==> config.mk <==
export PLATFORM = sky130hd
export DESIGN_NAME = lorenz_euler_integrator
export DESIGN_NICKNAME = d
export VERILOG_FILES = /design/src/hdl/leu_pkg.sv /design/src/hdl/leu_mul.sv /design/src/hdl/leu_datapath.sv /design/src/hdl/leu_ctrl.sv /design/src/hdl/lorenz_euler_integrator.sv
export SDC_FILE = /design/constraint.sdc
export NUM_CORES = 2
export LEC_CHECK = 0
export BUFFER_PORTS_ARGS = -buffer_cell sky130_fd_sc_hd__clkbuf_2
export CORE_ASPECT_RATIO = 1.5
export CORE_UTILIZATION = 50
export DETAILED_ROUTE_END_ITERATION = 6
export HOLD_SLACK_MARGIN = 0.03
export PLACE_DENSITY = 0.66
export SYNTH_ARGS = -nofsm -noshare
export SYNTH_HDL_FRONTEND = slang
export SYNTH_SLANG_ARGS = --single-unit
==> constraint.sdc <==
create_clock -name clk -period 7.95 [get_ports clk]
set_clock_uncertainty 0.2 [all_clocks]
set_input_delay 1.59 -clock clk [delete_from_list [all_inputs] [get_ports clk]]
set_output_delay 1.59 -clock clk [all_outputs]
set_load 0.1 [all_outputs]
==> src/hdl/leu_pkg.sv <==
// shared types and constants for the lorenz euler integrator
// no dependencies; imported by every module of the block
`timescale 1ns / 1ps
`default_nettype none

package leu_pkg;

	localparam int COEF_W  = 32;
	localparam int DT_W    = 20;
	localparam int CNT_W   = 16;
	localparam int BAND_W  = 2;
	localparam int ADDR_W  = 3;
	localparam int POS_W   = 32;
	localparam int CFG_FRAC = 20;

	localparam logic [ADDR_W-1:0] REG_SIGMA     = 3'd0;
	localparam logic [ADDR_W-1:0] REG_RHO       = 3'd1;
	localparam logic [ADDR_W-1:0] REG_BETA      = 3'd2;
	localparam logic [ADDR_W-1:0] REG_TIME_STEP = 3'd3;
	localparam logic [ADDR_W-1:0] REG_TOTAL     = 3'd4;
	localparam logic [ADDR_W-1:0] REG_FIRST_END = 3'd5;
	localparam logic [ADDR_W-1:0] REG_SECOND_END = 3'd6;

	localparam logic [BAND_W-1:0] BAND_RED   = 2'd0;
	localparam logic [BAND_W-1:0] BAND_GREEN = 2'd1;
	localparam logic [BAND_W-1:0] BAND_BLUE  = 2'd2;

	typedef enum logic [2:0] {
		OP_DX,
		OP_DY,
		OP_XY,
		OP_DZ,
		OP_NX,
		OP_NY,
		OP_NZ
	} op_t;

	typedef struct packed {
		logic load;
		logic mul_go;
		logic commit;
		op_t  op;
	} cmd_t;

endpackage

`default_nettype wire

==> src/hdl/leu_mul.sv <==
// shared multi-cycle fixed-point multiplier, 16-bit digit per cycle
// floor shift by FRAC_BITS or by the coefficient fraction, then saturation; uses leu_pkg
`timescale 1ns / 1ps
`default_nettype none

module leu_mul
	import leu_pkg::*;
#(
	parameter int COORD_WIDTH = 32,
	parameter int FRAC_BITS   = 20
) (
	input  wire logic                   clk,
	input  wire logic                   arst_n,
	input  wire logic                   go,
	input  wire logic [((COORD_WIDTH > 32) ? COORD_WIDTH : 32)-1:0] a,
	input  wire logic [((COORD_WIDTH > 32) ? COORD_WIDTH : 32)-1:0] b,
	input  wire logic                   frac_sh,
	output logic      [COORD_WIDTH-1:0] res,
	output logic                        sat,
	output logic                        done
);

	localparam int W    = COORD_WIDTH;
	localparam int OPW  = (COORD_WIDTH > 32) ? COORD_WIDTH : 32;
	localparam int NDIG = (OPW + 15) / 16;
	localparam int DW   = NDIG * 16;
	localparam int PW   = 2 * OPW;
	localparam int CW   = $clog2(NDIG + 1);
	localparam logic [PW-1:0] MAX_MAG = {{(PW-W+1){1'b0}}, {(W-1){1'b1}}};
	localparam logic [PW-1:0] MIN_MAG = MAX_MAG + 1'b1;
	localparam logic [W-1:0]  MAXV    = {1'b0, {(W-1){1'b1}}};
	localparam logic [W-1:0]  MINV    = {1'b1, {(W-1){1'b0}}};

	function automatic logic [OPW-1:0] mag(input logic [OPW-1:0] v);
		return v[OPW-1] ? (~v + 1'b1) : v;
	endfunction

	logic [OPW-1:0]   ua_q;
	logic [DW-1:0]    ub_q;
	logic [PW-1:0]    acc_q;
	logic             neg_q;
	logic             sh_q;
	logic [CW-1:0]    cnt_q;
	logic             fin_q;
	logic             done_q;
	logic [W-1:0]     res_q;
	logic             sat_q;

	logic [OPW+15:0]  pp;
	logic [PW-1:0]    q_sel;
	logic             rem_sel;
	logic [PW-1:0]    q1;
	logic [W-1:0]     res_d;
	logic             sat_d;

	assign pp = ua_q * ub_q[DW-1 -: 16];

	always_comb begin
		q_sel   = sh_q ? (acc_q >> FRAC_BITS) : (acc_q >> CFG_FRAC);
		rem_sel = sh_q ? (|acc_q[FRAC_BITS-1:0]) : (|acc_q[CFG_FRAC-1:0]);
		q1      = q_sel + PW'(neg_q & rem_sel);
		sat_d   = 1'b0;
		if (!neg_q) begin
			if (q1 > MAX_MAG) begin
				res_d = MAXV;
				sat_d = 1'b1;
			end else begin
				res_d = q1[W-1:0];
			end
		end else begin
			if (q1 > MIN_MAG) begin
				res_d = MINV;
				sat_d = 1'b1;
			end else begin
				res_d = ~q1[W-1:0] + 1'b1;
			end
		end
	end

	// sequencing flags
	always_ff @(posedge clk or negedge arst_n) begin
		if (!arst_n) begin
			cnt_q  <= '0;
			fin_q  <= 1'b0;
			done_q <= 1'b0;
		end else if (go) begin
			cnt_q  <= CW'(NDIG);
			fin_q  <= 1'b0;
			done_q <= 1'b0;
		end else if (cnt_q != '0) begin
			cnt_q <= cnt_q - 1'b1;
			if (cnt_q == CW'(1)) begin
				fin_q <= 1'b1;
			end
		end else if (fin_q) begin
			fin_q  <= 1'b0;
			done_q <= 1'b1;
		end
	end

	// operands, accumulator and result
	always_ff @(posedge clk) begin
		if (go) begin
			ua_q  <= mag(a);
			ub_q  <= DW'(mag(b));
			neg_q <= a[OPW-1] ^ b[OPW-1];
			sh_q  <= frac_sh;
			acc_q <= '0;
		end else if (cnt_q != '0) begin
			acc_q <= (acc_q << 16) + PW'(pp);
			ub_q  <= ub_q << 16;
		end else if (fin_q) begin
			res_q <= res_d;
			sat_q <= sat_d;
		end
	end

	assign res  = res_q;
	assign sat  = sat_q;
	assign done = done_q;

endmodule

`default_nettype wire

==> src/hdl/leu_datapath.sv <==
// datapath: point and step registers, saturating add/sub, operand routing,
// output register; instantiates leu_mul, uses leu_pkg
`timescale 1ns / 1ps
`default_nettype none

module leu_datapath
	import leu_pkg::*;
#(
	parameter int COORD_WIDTH = 32,
	parameter int FRAC_BITS   = 20
) (
	input  wire logic                     clk,
	input  wire logic                     arst_n,
	input  wire cmd_t                     cmd,
	input  wire logic                     restart,
	input  wire logic signed [COEF_W-1:0] sigma,
	input  wire logic signed [COEF_W-1:0] rho,
	input  wire logic signed [COEF_W-1:0] beta,
	input  wire logic        [DT_W-1:0]   time_step,
	input  wire logic        [CNT_W-1:0]  total_steps,
	input  wire logic        [CNT_W-1:0]  first_band_end,
	input  wire logic        [CNT_W-1:0]  second_band_end,
	output logic                          mul_done,
	output logic             [POS_W-1:0]  pos_x,
	output logic             [POS_W-1:0]  pos_y,
	output logic             [POS_W-1:0]  pos_z,
	output logic             [CNT_W-1:0]  step_index,
	output logic             [BAND_W-1:0] color_band,
	output logic                          run_last,
	output logic                          saturated
);

	localparam int W   = COORD_WIDTH;
	localparam int OPW = (COORD_WIDTH > 32) ? COORD_WIDTH : 32;
	localparam int BW  = ((COORD_WIDTH > 52) ? COORD_WIDTH : 52) + 1;
	localparam int LSH = (FRAC_BITS >= CFG_FRAC) ? (FRAC_BITS - CFG_FRAC) : 0;
	localparam int RSH = (FRAC_BITS < CFG_FRAC) ? (CFG_FRAC - FRAC_BITS) : 0;
	localparam logic [W-1:0] MAXV = {1'b0, {(W-1){1'b1}}};
	localparam logic [W-1:0] MINV = {1'b1, {(W-1){1'b0}}};
	localparam logic [W-1:0] ONE  = (FRAC_BITS >= W - 1) ? MAXV : (W'(1) << FRAC_BITS);

	// {saturated, value}
	function automatic logic [W:0] sat_sum(input logic [W-1:0] p, input logic [W-1:0] q,
			input logic sub);
		logic [W:0] s;
		s = sub ? ({p[W-1], p} - {q[W-1], q}) : ({p[W-1], p} + {q[W-1], q});
		if (s[W] != s[W-1]) begin
			return {1'b1, s[W] ? MINV : MAXV};
		end
		return {1'b0, s[W-1:0]};
	endfunction

	function automatic logic [OPW-1:0] ext(input logic [W-1:0] v);
		return OPW'($signed(v));
	endfunction

	logic [W-1:0]       x_q, y_q, z_q;
	logic [CNT_W-1:0]   cnt_q;
	logic [W-1:0]       dx_q, dy_q, dz_q, t_q;
	logic [CNT_W-1:0]   idx_q;
	logic [BAND_W-1:0]  band_q;
	logic               last_q;
	logic               sat_q;
	logic [POS_W-1:0]   out_x_q, out_y_q, out_z_q;
	logic [CNT_W-1:0]   out_idx_q;
	logic [BAND_W-1:0]  out_band_q;
	logic               out_last_q;
	logic               out_sat_q;

	logic signed [BW-1:0] rho_sh;
	logic [W-1:0]       rho_c;
	logic               rho_sat;
	logic [W:0]         diff_yx, diff_rz, wb;
	logic [OPW-1:0]     op_a, op_b;
	logic               op_frac, go_sat;
	logic [W-1:0]       wb_p, wb_q;
	logic               wb_sub;
	logic [W-1:0]       m_res;
	logic               m_sat;
	logic [CNT_W-1:0]   eff_idx;
	logic [BAND_W-1:0]  band_d;
	logic               last_d;

	// rho aligned to the coordinate fraction
	always_comb begin
		rho_sh  = (BW'(rho) <<< LSH) >>> RSH;
		rho_sat = !((&rho_sh[BW-1:W-1]) || !(|rho_sh[BW-1:W-1]));
		rho_c   = rho_sat ? (rho_sh[BW-1] ? MINV : MAXV) : rho_sh[W-1:0];
	end

	assign diff_yx = sat_sum(y_q, x_q, 1'b1);
	assign diff_rz = sat_sum(rho_c, z_q, 1'b1);

	// multiplier operands per step
	always_comb begin
		op_a    = '0;
		op_b    = '0;
		op_frac = 1'b0;
		go_sat  = 1'b0;
		case (cmd.op)
			OP_DX: begin
				op_a   = OPW'(sigma);
				op_b   = ext(diff_yx[W-1:0]);
				go_sat = diff_yx[W];
			end
			OP_DY: begin
				op_a    = ext(x_q);
				op_b    = ext(diff_rz[W-1:0]);
				op_frac = 1'b1;
				go_sat  = diff_rz[W];
			end
			OP_XY: begin
				op_a    = ext(x_q);
				op_b    = ext(y_q);
				op_frac = 1'b1;
			end
			OP_DZ: begin
				op_a = OPW'(beta);
				op_b = ext(z_q);
			end
			OP_NX: begin
				op_a = OPW'(time_step);
				op_b = ext(dx_q);
			end
			OP_NY: begin
				op_a = OPW'(time_step);
				op_b = ext(dy_q);
			end
			OP_NZ: begin
				op_a = OPW'(time_step);
				op_b = ext(dz_q);
			end
			default: begin
				op_a = '0;
			end
		endcase
	end

	// write-back add/sub per step
	always_comb begin
		wb_p   = '0;
		wb_q   = m_res;
		wb_sub = 1'b0;
		case (cmd.op)
			OP_DY: begin
				wb_p   = m_res;
				wb_q   = y_q;
				wb_sub = 1'b1;
			end
			OP_DZ: begin
				wb_p   = t_q;
				wb_q   = m_res;
				wb_sub = 1'b1;
			end
			OP_NX: wb_p = x_q;
			OP_NY: wb_p = y_q;
			OP_NZ: wb_p = z_q;
			default: wb_sub = 1'b0;
		endcase
	end

	assign wb = sat_sum(wb_p, wb_q, wb_sub);

	always_comb begin
		eff_idx = restart ? '0 : cnt_q;
		if (eff_idx < first_band_end) begin
			band_d = BAND_RED;
		end else if (eff_idx < second_band_end) begin
			band_d = BAND_GREEN;
		end else begin
			band_d = BAND_BLUE;
		end
		last_d = ({1'b0, eff_idx} + 1'b1) >= {1'b0, total_steps};
	end

	leu_mul #(
		.COORD_WIDTH (COORD_WIDTH),
		.FRAC_BITS   (FRAC_BITS)
	) u_mul (
		.clk     (clk),
		.arst_n  (arst_n),
		.go      (cmd.mul_go),
		.a       (op_a),
		.b       (op_b),
		.frac_sh (op_frac),
		.res     (m_res),
		.sat     (m_sat),
		.done    (mul_done)
	);

	// point and run position
	always_ff @(posedge clk or negedge arst_n) begin
		if (!arst_n) begin
			x_q   <= ONE;
			y_q   <= ONE;
			z_q   <= ONE;
			cnt_q <= '0;
		end else if (cmd.load) begin
			if (restart) begin
				x_q <= ONE;
				y_q <= ONE;
				z_q <= ONE;
			end
		end else if (cmd.commit) begin
			case (cmd.op)
				OP_NX: x_q <= wb[W-1:0];
				OP_NY: y_q <= wb[W-1:0];
				OP_NZ: begin
					if (last_q) begin
						x_q   <= ONE;
						y_q   <= ONE;
						z_q   <= ONE;
						cnt_q <= '0;
					end else begin
						z_q   <= wb[W-1:0];
						cnt_q <= idx_q + 1'b1;
					end
				end
				default: cnt_q <= cnt_q;
			endcase
		end
	end

	// step temporaries and output beat
	always_ff @(posedge clk) begin
		if (cmd.load) begin
			idx_q  <= eff_idx;
			band_q <= band_d;
			last_q <= last_d;
			sat_q  <= rho_sat;
		end else if (cmd.mul_go) begin
			sat_q <= sat_q | go_sat;
		end else if (cmd.commit) begin
			sat_q <= sat_q | m_sat | wb[W];
			case (cmd.op)
				OP_DX: dx_q <= m_res;
				OP_DY: dy_q <= wb[W-1:0];
				OP_XY: t_q  <= m_res;
				OP_DZ: dz_q <= wb[W-1:0];
				OP_NZ: begin
					out_x_q    <= POS_W'($signed(x_q));
					out_y_q    <= POS_W'($signed(y_q));
					out_z_q    <= POS_W'($signed(wb[W-1:0]));
					out_idx_q  <= idx_q;
					out_band_q <= band_q;
					out_last_q <= last_q;
					out_sat_q  <= sat_q | m_sat | wb[W];
				end
				default: t_q <= t_q;
			endcase
		end
	end

	assign pos_x      = out_x_q;
	assign pos_y      = out_y_q;
	assign pos_z      = out_z_q;
	assign step_index = out_idx_q;
	assign color_band = out_band_q;
	assign run_last   = out_last_q;
	assign saturated  = out_sat_q;

endmodule

`default_nettype wire

==> src/hdl/leu_ctrl.sv <==
// controller: accepts a beat, walks the seven multiply steps, hands the
// result to the output register; uses leu_pkg
`timescale 1ns / 1ps
`default_nettype none

module leu_ctrl
	import leu_pkg::*;
(
	input  wire logic clk,
	input  wire logic arst_n,
	input  wire logic s_tvalid,
	output logic      s_tready,
	output logic      m_tvalid,
	input  wire logic m_tready,
	input  wire logic mul_done,
	output cmd_t      cmd
);

	typedef enum logic [1:0] {
		ST_IDLE,
		ST_GO,
		ST_WAIT
	} state_t;

	state_t state_q;
	op_t    op_q;
	logic   m_tvalid_q;
	logic   out_free;

	assign out_free = !m_tvalid_q || m_tready;

	always_comb begin
		cmd.load   = (state_q == ST_IDLE) && s_tvalid;
		cmd.mul_go = (state_q == ST_GO);
		cmd.commit = (state_q == ST_WAIT) && mul_done && ((op_q != OP_NZ) || out_free);
		cmd.op     = op_q;
	end

	always_ff @(posedge clk or negedge arst_n) begin
		if (!arst_n) begin
			state_q    <= ST_IDLE;
			op_q       <= OP_DX;
			m_tvalid_q <= 1'b0;
		end else begin
			if (m_tvalid_q && m_tready) begin
				m_tvalid_q <= 1'b0;
			end
			case (state_q)
				ST_IDLE: begin
					if (s_tvalid) begin
						op_q    <= OP_DX;
						state_q <= ST_GO;
					end
				end
				ST_GO: begin
					state_q <= ST_WAIT;
				end
				ST_WAIT: begin
					if (mul_done) begin
						if (op_q == OP_NZ) begin
							if (out_free) begin
								m_tvalid_q <= 1'b1;
								state_q    <= ST_IDLE;
							end
						end else begin
							op_q    <= op_t'(op_q + 3'd1);
							state_q <= ST_GO;
						end
					end
				end
				default: begin
					state_q <= ST_IDLE;
				end
			endcase
		end
	end

	assign s_tready = (state_q == ST_IDLE);
	assign m_tvalid = m_tvalid_q;

	a_commit_needs_product: assert property (@(posedge clk) disable iff (!arst_n)
		cmd.commit |-> mul_done)
		else $error("write-back without a finished product");

	a_valid_from_final_step: assert property (@(posedge clk) disable iff (!arst_n)
		$rose(m_tvalid_q) |-> $past(cmd.commit && (op_q == OP_NZ)))
		else $error("output beat not produced by the last step");

	a_accept_starts_dx: assert property (@(posedge clk) disable iff (!arst_n)
		(s_tvalid && s_tready) |=> (state_q == ST_GO) && (op_q == OP_DX))
		else $error("accepted beat did not start the first step");

	a_no_overwrite: assert property (@(posedge clk) disable iff (!arst_n)
		(cmd.commit && (op_q == OP_NZ)) |-> out_free)
		else $error("pending output beat overwritten");

endmodule

`default_nettype wire

==> src/hdl/lorenz_euler_integrator.sv <==
// Lorenz explicit Euler integrator: one stream beat in, one new point out per step.
// Each accepted beat (s_tdata bit 0 = restart to (1,1,1)) advances the point by one
// Euler step using seven products on one shared multiplier that consumes 16 bits of
// its second operand per cycle. The next beat is taken while the previous result
// waits in the output register. Configuration holds the coefficients, dt and the
// run and band lengths; depends on leu_pkg, leu_ctrl, leu_datapath and leu_mul.
`timescale 1ns / 1ps
`default_nettype none

module lorenz_euler_integrator
	import leu_pkg::*;
#(
	parameter int COORD_WIDTH = 32,
	parameter int FRAC_BITS   = 20
) (
	input  wire logic                 clk,
	input  wire logic                 arst_n,
	input  wire logic                 cfg_we,
	input  wire logic [ADDR_W-1:0]    cfg_addr,
	input  wire logic [COEF_W-1:0]    cfg_wdata,
	input  wire logic                 s_tvalid,
	output logic                      s_tready,
	input  wire logic [7:0]           s_tdata,   // restart, zero fill
	output logic                      m_tvalid,
	input  wire logic                 m_tready,
	output logic      [119:0]         m_tdata,   // pos_x, pos_y, pos_z, step_index, color_band, zero fill
	output logic                      m_tlast,   // run_last
	output logic                      m_tuser    // saturated
);

	logic signed [COEF_W-1:0] sigma_q, rho_q, beta_q;
	logic        [DT_W-1:0]   dt_q;
	logic        [CNT_W-1:0]  total_q, first_q, second_q;

	cmd_t              cmd;
	logic              mul_done;
	logic [POS_W-1:0]  pos_x, pos_y, pos_z;
	logic [CNT_W-1:0]  step_index;
	logic [BAND_W-1:0] color_band;

	// configuration registers
	always_ff @(posedge clk or negedge arst_n) begin
		if (!arst_n) begin
			sigma_q  <= 32'sd10485760;
			rho_q    <= 32'sd29360128;
			beta_q   <= 32'sd2796133;
			dt_q     <= 20'd1049;
			total_q  <= 16'd50000;
			first_q  <= 16'd17000;
			second_q <= 16'd34000;
		end else if (cfg_we) begin
			case (cfg_addr)
				REG_SIGMA:      sigma_q  <= cfg_wdata;
				REG_RHO:        rho_q    <= cfg_wdata;
				REG_BETA:       beta_q   <= cfg_wdata;
				REG_TIME_STEP:  dt_q     <= cfg_wdata[DT_W-1:0];
				REG_TOTAL:      total_q  <= cfg_wdata[CNT_W-1:0];
				REG_FIRST_END:  first_q  <= cfg_wdata[CNT_W-1:0];
				REG_SECOND_END: second_q <= cfg_wdata[CNT_W-1:0];
				default:        sigma_q  <= sigma_q;
			endcase
		end
	end

	leu_ctrl u_ctrl (
		.clk      (clk),
		.arst_n   (arst_n),
		.s_tvalid (s_tvalid),
		.s_tready (s_tready),
		.m_tvalid (m_tvalid),
		.m_tready (m_tready),
		.mul_done (mul_done),
		.cmd      (cmd)
	);

	leu_datapath #(
		.COORD_WIDTH (COORD_WIDTH),
		.FRAC_BITS   (FRAC_BITS)
	) u_datapath (
		.clk             (clk),
		.arst_n          (arst_n),
		.cmd             (cmd),
		.restart         (s_tdata[0]),
		.sigma           (sigma_q),
		.rho             (rho_q),
		.beta            (beta_q),
		.time_step       (dt_q),
		.total_steps     (total_q),
		.first_band_end  (first_q),
		.second_band_end (second_q),
		.mul_done        (mul_done),
		.pos_x           (pos_x),
		.pos_y           (pos_y),
		.pos_z           (pos_z),
		.step_index      (step_index),
		.color_band      (color_band),
		.run_last        (m_tlast),
		.saturated       (m_tuser)
	);

	assign m_tdata = {6'd0, color_band, step_index, pos_z, pos_y, pos_x};

endmodule

`default_nettype wire

==> run summary <==
The run finished, with violations left. The checks that failed: design-rule violations, max-capacitance violations. The sequential-to-total area share from yosys stat was 0.339. The final critical-path required period is 7640 ps, and the placer's final routability congestion estimate is 0.995. The horizontal extent of the die was 278 um. The initial core utilization is 0.505. The max-cap violation count was 1; the hold path depth was 0. The critical path capture point type was a register.

The share of the clock period used by the worst path works out to 0.962. The share of layout cells above drive strength 1 is 0.137, and the worst setup margin is 306 ps. In this run the worst path has a maximum fanout of 5.

The remaining max-slew budget at the tightest pin was 0.00137; the count of synthesis-stage warnings from yosys was 0. The run gives 45,500 as the via count. The all-layer global routing usage is 0.325, and the arrival time reported for the critical path endpoint is 8030 ps. The run gives 0 as the number of max-slew violations in the final report. The prevailing post-synth register cell is sky130_fd_sc_hd__edfxtp_1. The run gives 186,000 um as the routed wire length. The area added between synthesis and finish was 10.2%. In this design, the stage delay of the slowest critical-path cell is 560 ps.

Area of the core: 113,000 sq um. The clock insertion delay at the later pin of the skew report is 690 ps. STA classifies the critical path startpoint as a register.

Row count: 151. Hold is met by 219 ps. The clock transition at the registers of the reported paths was 60 ps; the average size of a mapped cell was 9.70 sq um. The first-pass GRT wire length was 282,000 um. Class of the tightest hold or removal check: reg2reg.

The endpoint required time on the critical path was 8330 ps; the measured slew at the worst slew-check pin was 1480 ps. The tools report the CTS root buffer as sky130_fd_sc_hd__clkbuf_16. The detail-routed via count per cell was 6.00; the maximum number of pins on one net before global-route repair was 126. The die is 416 um tall.

Timing analysis after detailed placement gives a worst setup slack of 91.2 ps. Detailed placement finished with a half-perimeter wire length of 145,000 um. Clock tree synthesis found a total of 712 sinks.

The maximum buffer depth of the clock tree was 3; the hold violation count in the final report was 0. Yosys mapped a number of flops with a built-in enable equal to 361. TritonCTS built the clock tree.

The share of async-settable or async-resettable flops after synthesis was 0.402; the combined area of all synthesized cells was 57,200 sq um. The die area is 116,000 sq um. The initial antenna violation count is 9, and the number of hold buffers added after CTS is 0.

Pin placement for this block handled 172 I/O pins. The slowest stage of the critical path belongs to the cell sky130_fd_sc_hd__fa_1. The average routed wire per standard cell was 24.5 um; the post-route DRC violation count was 12.

In this run the tool buffered the top-level ports with 158 buffer cells. Static timing analysis puts the maximum clock frequency at 131 MHz. The number of global-route vias before repair is 46,200, and the number of DRC violations after detailed-routing iteration 0 is 4,041.

Yosys mapped the design onto 108 distinct sky130hd cell types. The tools report the post-layout net count as 6,861. Adding up every negative setup slack in the final design gives 0 ps.

CTS built an H-tree with a depth of 3. The cell seen most often among critical-path stages is sky130_fd_sc_hd__fa_1. The total overflow left after global routing is 0. The first detailed-routing pass ran for 7 iterations.

For the final number of setup-violating endpoints, the log shows 0. The number of nets with antenna violations after routing came out at 0. In the layout the commonest cells are sky130_fd_sc_hd__inv_1 (736), sky130_fd_sc_hd__nand2_1 (726), sky130_fd_sc_hd__fa_1 (453). The most frequent standard cell in the layout excluding fill and tap cells was sky130_fd_sc_hd__inv_1. The logic depth of the worst register-to-register path works out to 28.

The number of storage elements in the synthesis netlist is 712, and the final cell utilization of the core is 0.556. The tools report the gate count after technology mapping as 5,893. The number of buffers inserted during clock tree synthesis came out at 69. The critical path is of the reg2reg type.
layer usage:
layer	track usage	routed length [um]	vias up
li1	-	-	20500
met1	0.361	65400	22500
met2	0.563	92400	1819
met3	0.0475	11600	572
met4	0.246	16300	6
met5	0	23	-
critical path: cells and delay by family (launching register included):
family	cells	cell delay [ps]
AO/OA/AOI/OAI	7	1250
flip-flops	1	530
adder cells (fa/ha/maj)	7	3480
buffers and inverters	7	770
XOR/XNOR	1	140
AND/OR/NAND/NOR	6	1180
layout make-up:
type                    count  area [sq um]
flip-flops and latches    712         19300
repair buffers            378          2640
clock inverters            33           344
well taps                1453          1820
inverters                 740          2780
multi-input cells        4165         34100
fillers                  9975         50200
clock buffers              94          1940
diodes                      6          15.0
sequential cells by signal, indices dropped and copies added, names as in the netlist, 20 cells and up:
name and flops:
u_datapath.u_mul.acc_q 64, beta_q 32, rho_q 32, sigma_q 32, u_datapath.dx_q 32, u_datapath.dy_q 32, u_datapath.dz_q 32, u_datapath.pos_x 32
u_datapath.pos_y 32, u_datapath.pos_z 32, u_datapath.t_q 32, u_datapath.u_mul.res 32, u_datapath.u_mul.ua_q 32, u_datapath.u_mul.ub_q 32, u_datapath.x_q 32, u_datapath.y_q 32
u_datapath.z_q 32, dt_q 20
per-stage QoR:
stage / instances / instance area (sq um)
after CTS: 7567 / 62800
after global placement: 7440 / 60500
final: 7581 / 63000
after detailed placement: 7440 / 60500
after floorplan: 5898 / 57200
after global routing: 7575 / 63000
what timing repair did:
item	CTS	global route
setup endpoints to repair	0	59
resized for setup	0	19
setup buffers	0	8
cells by family (layout without fill, tap and decap cells):
kind of cell	after synthesis	after routing	synth area share
DFF	712	712	0.339
and+or+nand+nor	1823	1823	0.153
xor gates and xnor gates	258	258	0.0399
AOI/OAI and AO/OA	1090	1090	0.130
buffers and inverters	1021	1245	0.0686
adders and majority gates	757	757	0.225
other	1	12	0.0000656
muxes	231	231	0.0451
final timing paths:
path                                               start                          to  slack [ps]
worst max register to register  u_datapath.u_mul.ua_q[5]  u_datapath.u_mul.acc_q[59]         310
worst min register to register      u_datapath.band_q[1]    u_datapath.color_band[1]         220
min in group asynchronous                         arst_n        u_datapath.cnt_q[12]         770
worst max-delay path            u_datapath.u_mul.ua_q[5]  u_datapath.u_mul.acc_q[59]         310
max in group asynchronous                         arst_n          u_datapath.x_q[25]        5350
worst min-delay path                u_datapath.band_q[1]    u_datapath.color_band[1]         220
synthesized netlist by cell type, types with 24 or more instances:
| library cell | number | area, sq um |
|---|---|---|
| sky130_fd_sc_hd__a211oi_1 | 42 | 315 |
| sky130_fd_sc_hd__a21o_1 | 74 | 556 |
| sky130_fd_sc_hd__a21oi_1 | 216 | 1080 |
| sky130_fd_sc_hd__a222oi_1 | 86 | 861 |
| sky130_fd_sc_hd__a22o_1 | 43 | 377 |
| sky130_fd_sc_hd__a31oi_1 | 41 | 257 |
| sky130_fd_sc_hd__and2_1 | 241 | 1510 |
| sky130_fd_sc_hd__and3_1 | 43 | 269 |
| sky130_fd_sc_hd__clkbuf_1 | 230 | 863 |
| sky130_fd_sc_hd__dfrtp_1 | 247 | 6180 |
| sky130_fd_sc_hd__dfstp_2 | 39 | 1020 |
| sky130_fd_sc_hd__dfxtp_1 | 65 | 1300 |
| sky130_fd_sc_hd__edfxtp_1 | 361 | 10800 |
| sky130_fd_sc_hd__fa_1 | 453 | 9070 |
| sky130_fd_sc_hd__ha_1 | 294 | 3680 |
| sky130_fd_sc_hd__inv_1 | 738 | 2770 |
| sky130_fd_sc_hd__mux2_2 | 211 | 2380 |
| sky130_fd_sc_hd__nand2_1 | 727 | 2730 |
| sky130_fd_sc_hd__nand2b_1 | 33 | 206 |
| sky130_fd_sc_hd__nand3_1 | 113 | 566 |
| sky130_fd_sc_hd__nand4_1 | 56 | 350 |
| sky130_fd_sc_hd__nor2_1 | 312 | 1170 |
| sky130_fd_sc_hd__nor2b_1 | 39 | 244 |
| sky130_fd_sc_hd__nor3_1 | 105 | 526 |
| sky130_fd_sc_hd__nor4_1 | 31 | 194 |
| sky130_fd_sc_hd__o211ai_1 | 25 | 188 |
| sky130_fd_sc_hd__o21a_1 | 41 | 308 |
| sky130_fd_sc_hd__o21ai_0 | 264 | 1320 |
| sky130_fd_sc_hd__o22ai_1 | 35 | 219 |
| sky130_fd_sc_hd__o31ai_1 | 24 | 180 |
| sky130_fd_sc_hd__or3_1 | 45 | 282 |
| sky130_fd_sc_hd__xnor2_1 | 149 | 1310 |
| sky130_fd_sc_hd__xor2_1 | 108 | 946 |
Power is left out: the tool's default activity adds up to more than one toggle a clock period on the data nets, which glitch-free logic cannot reach.
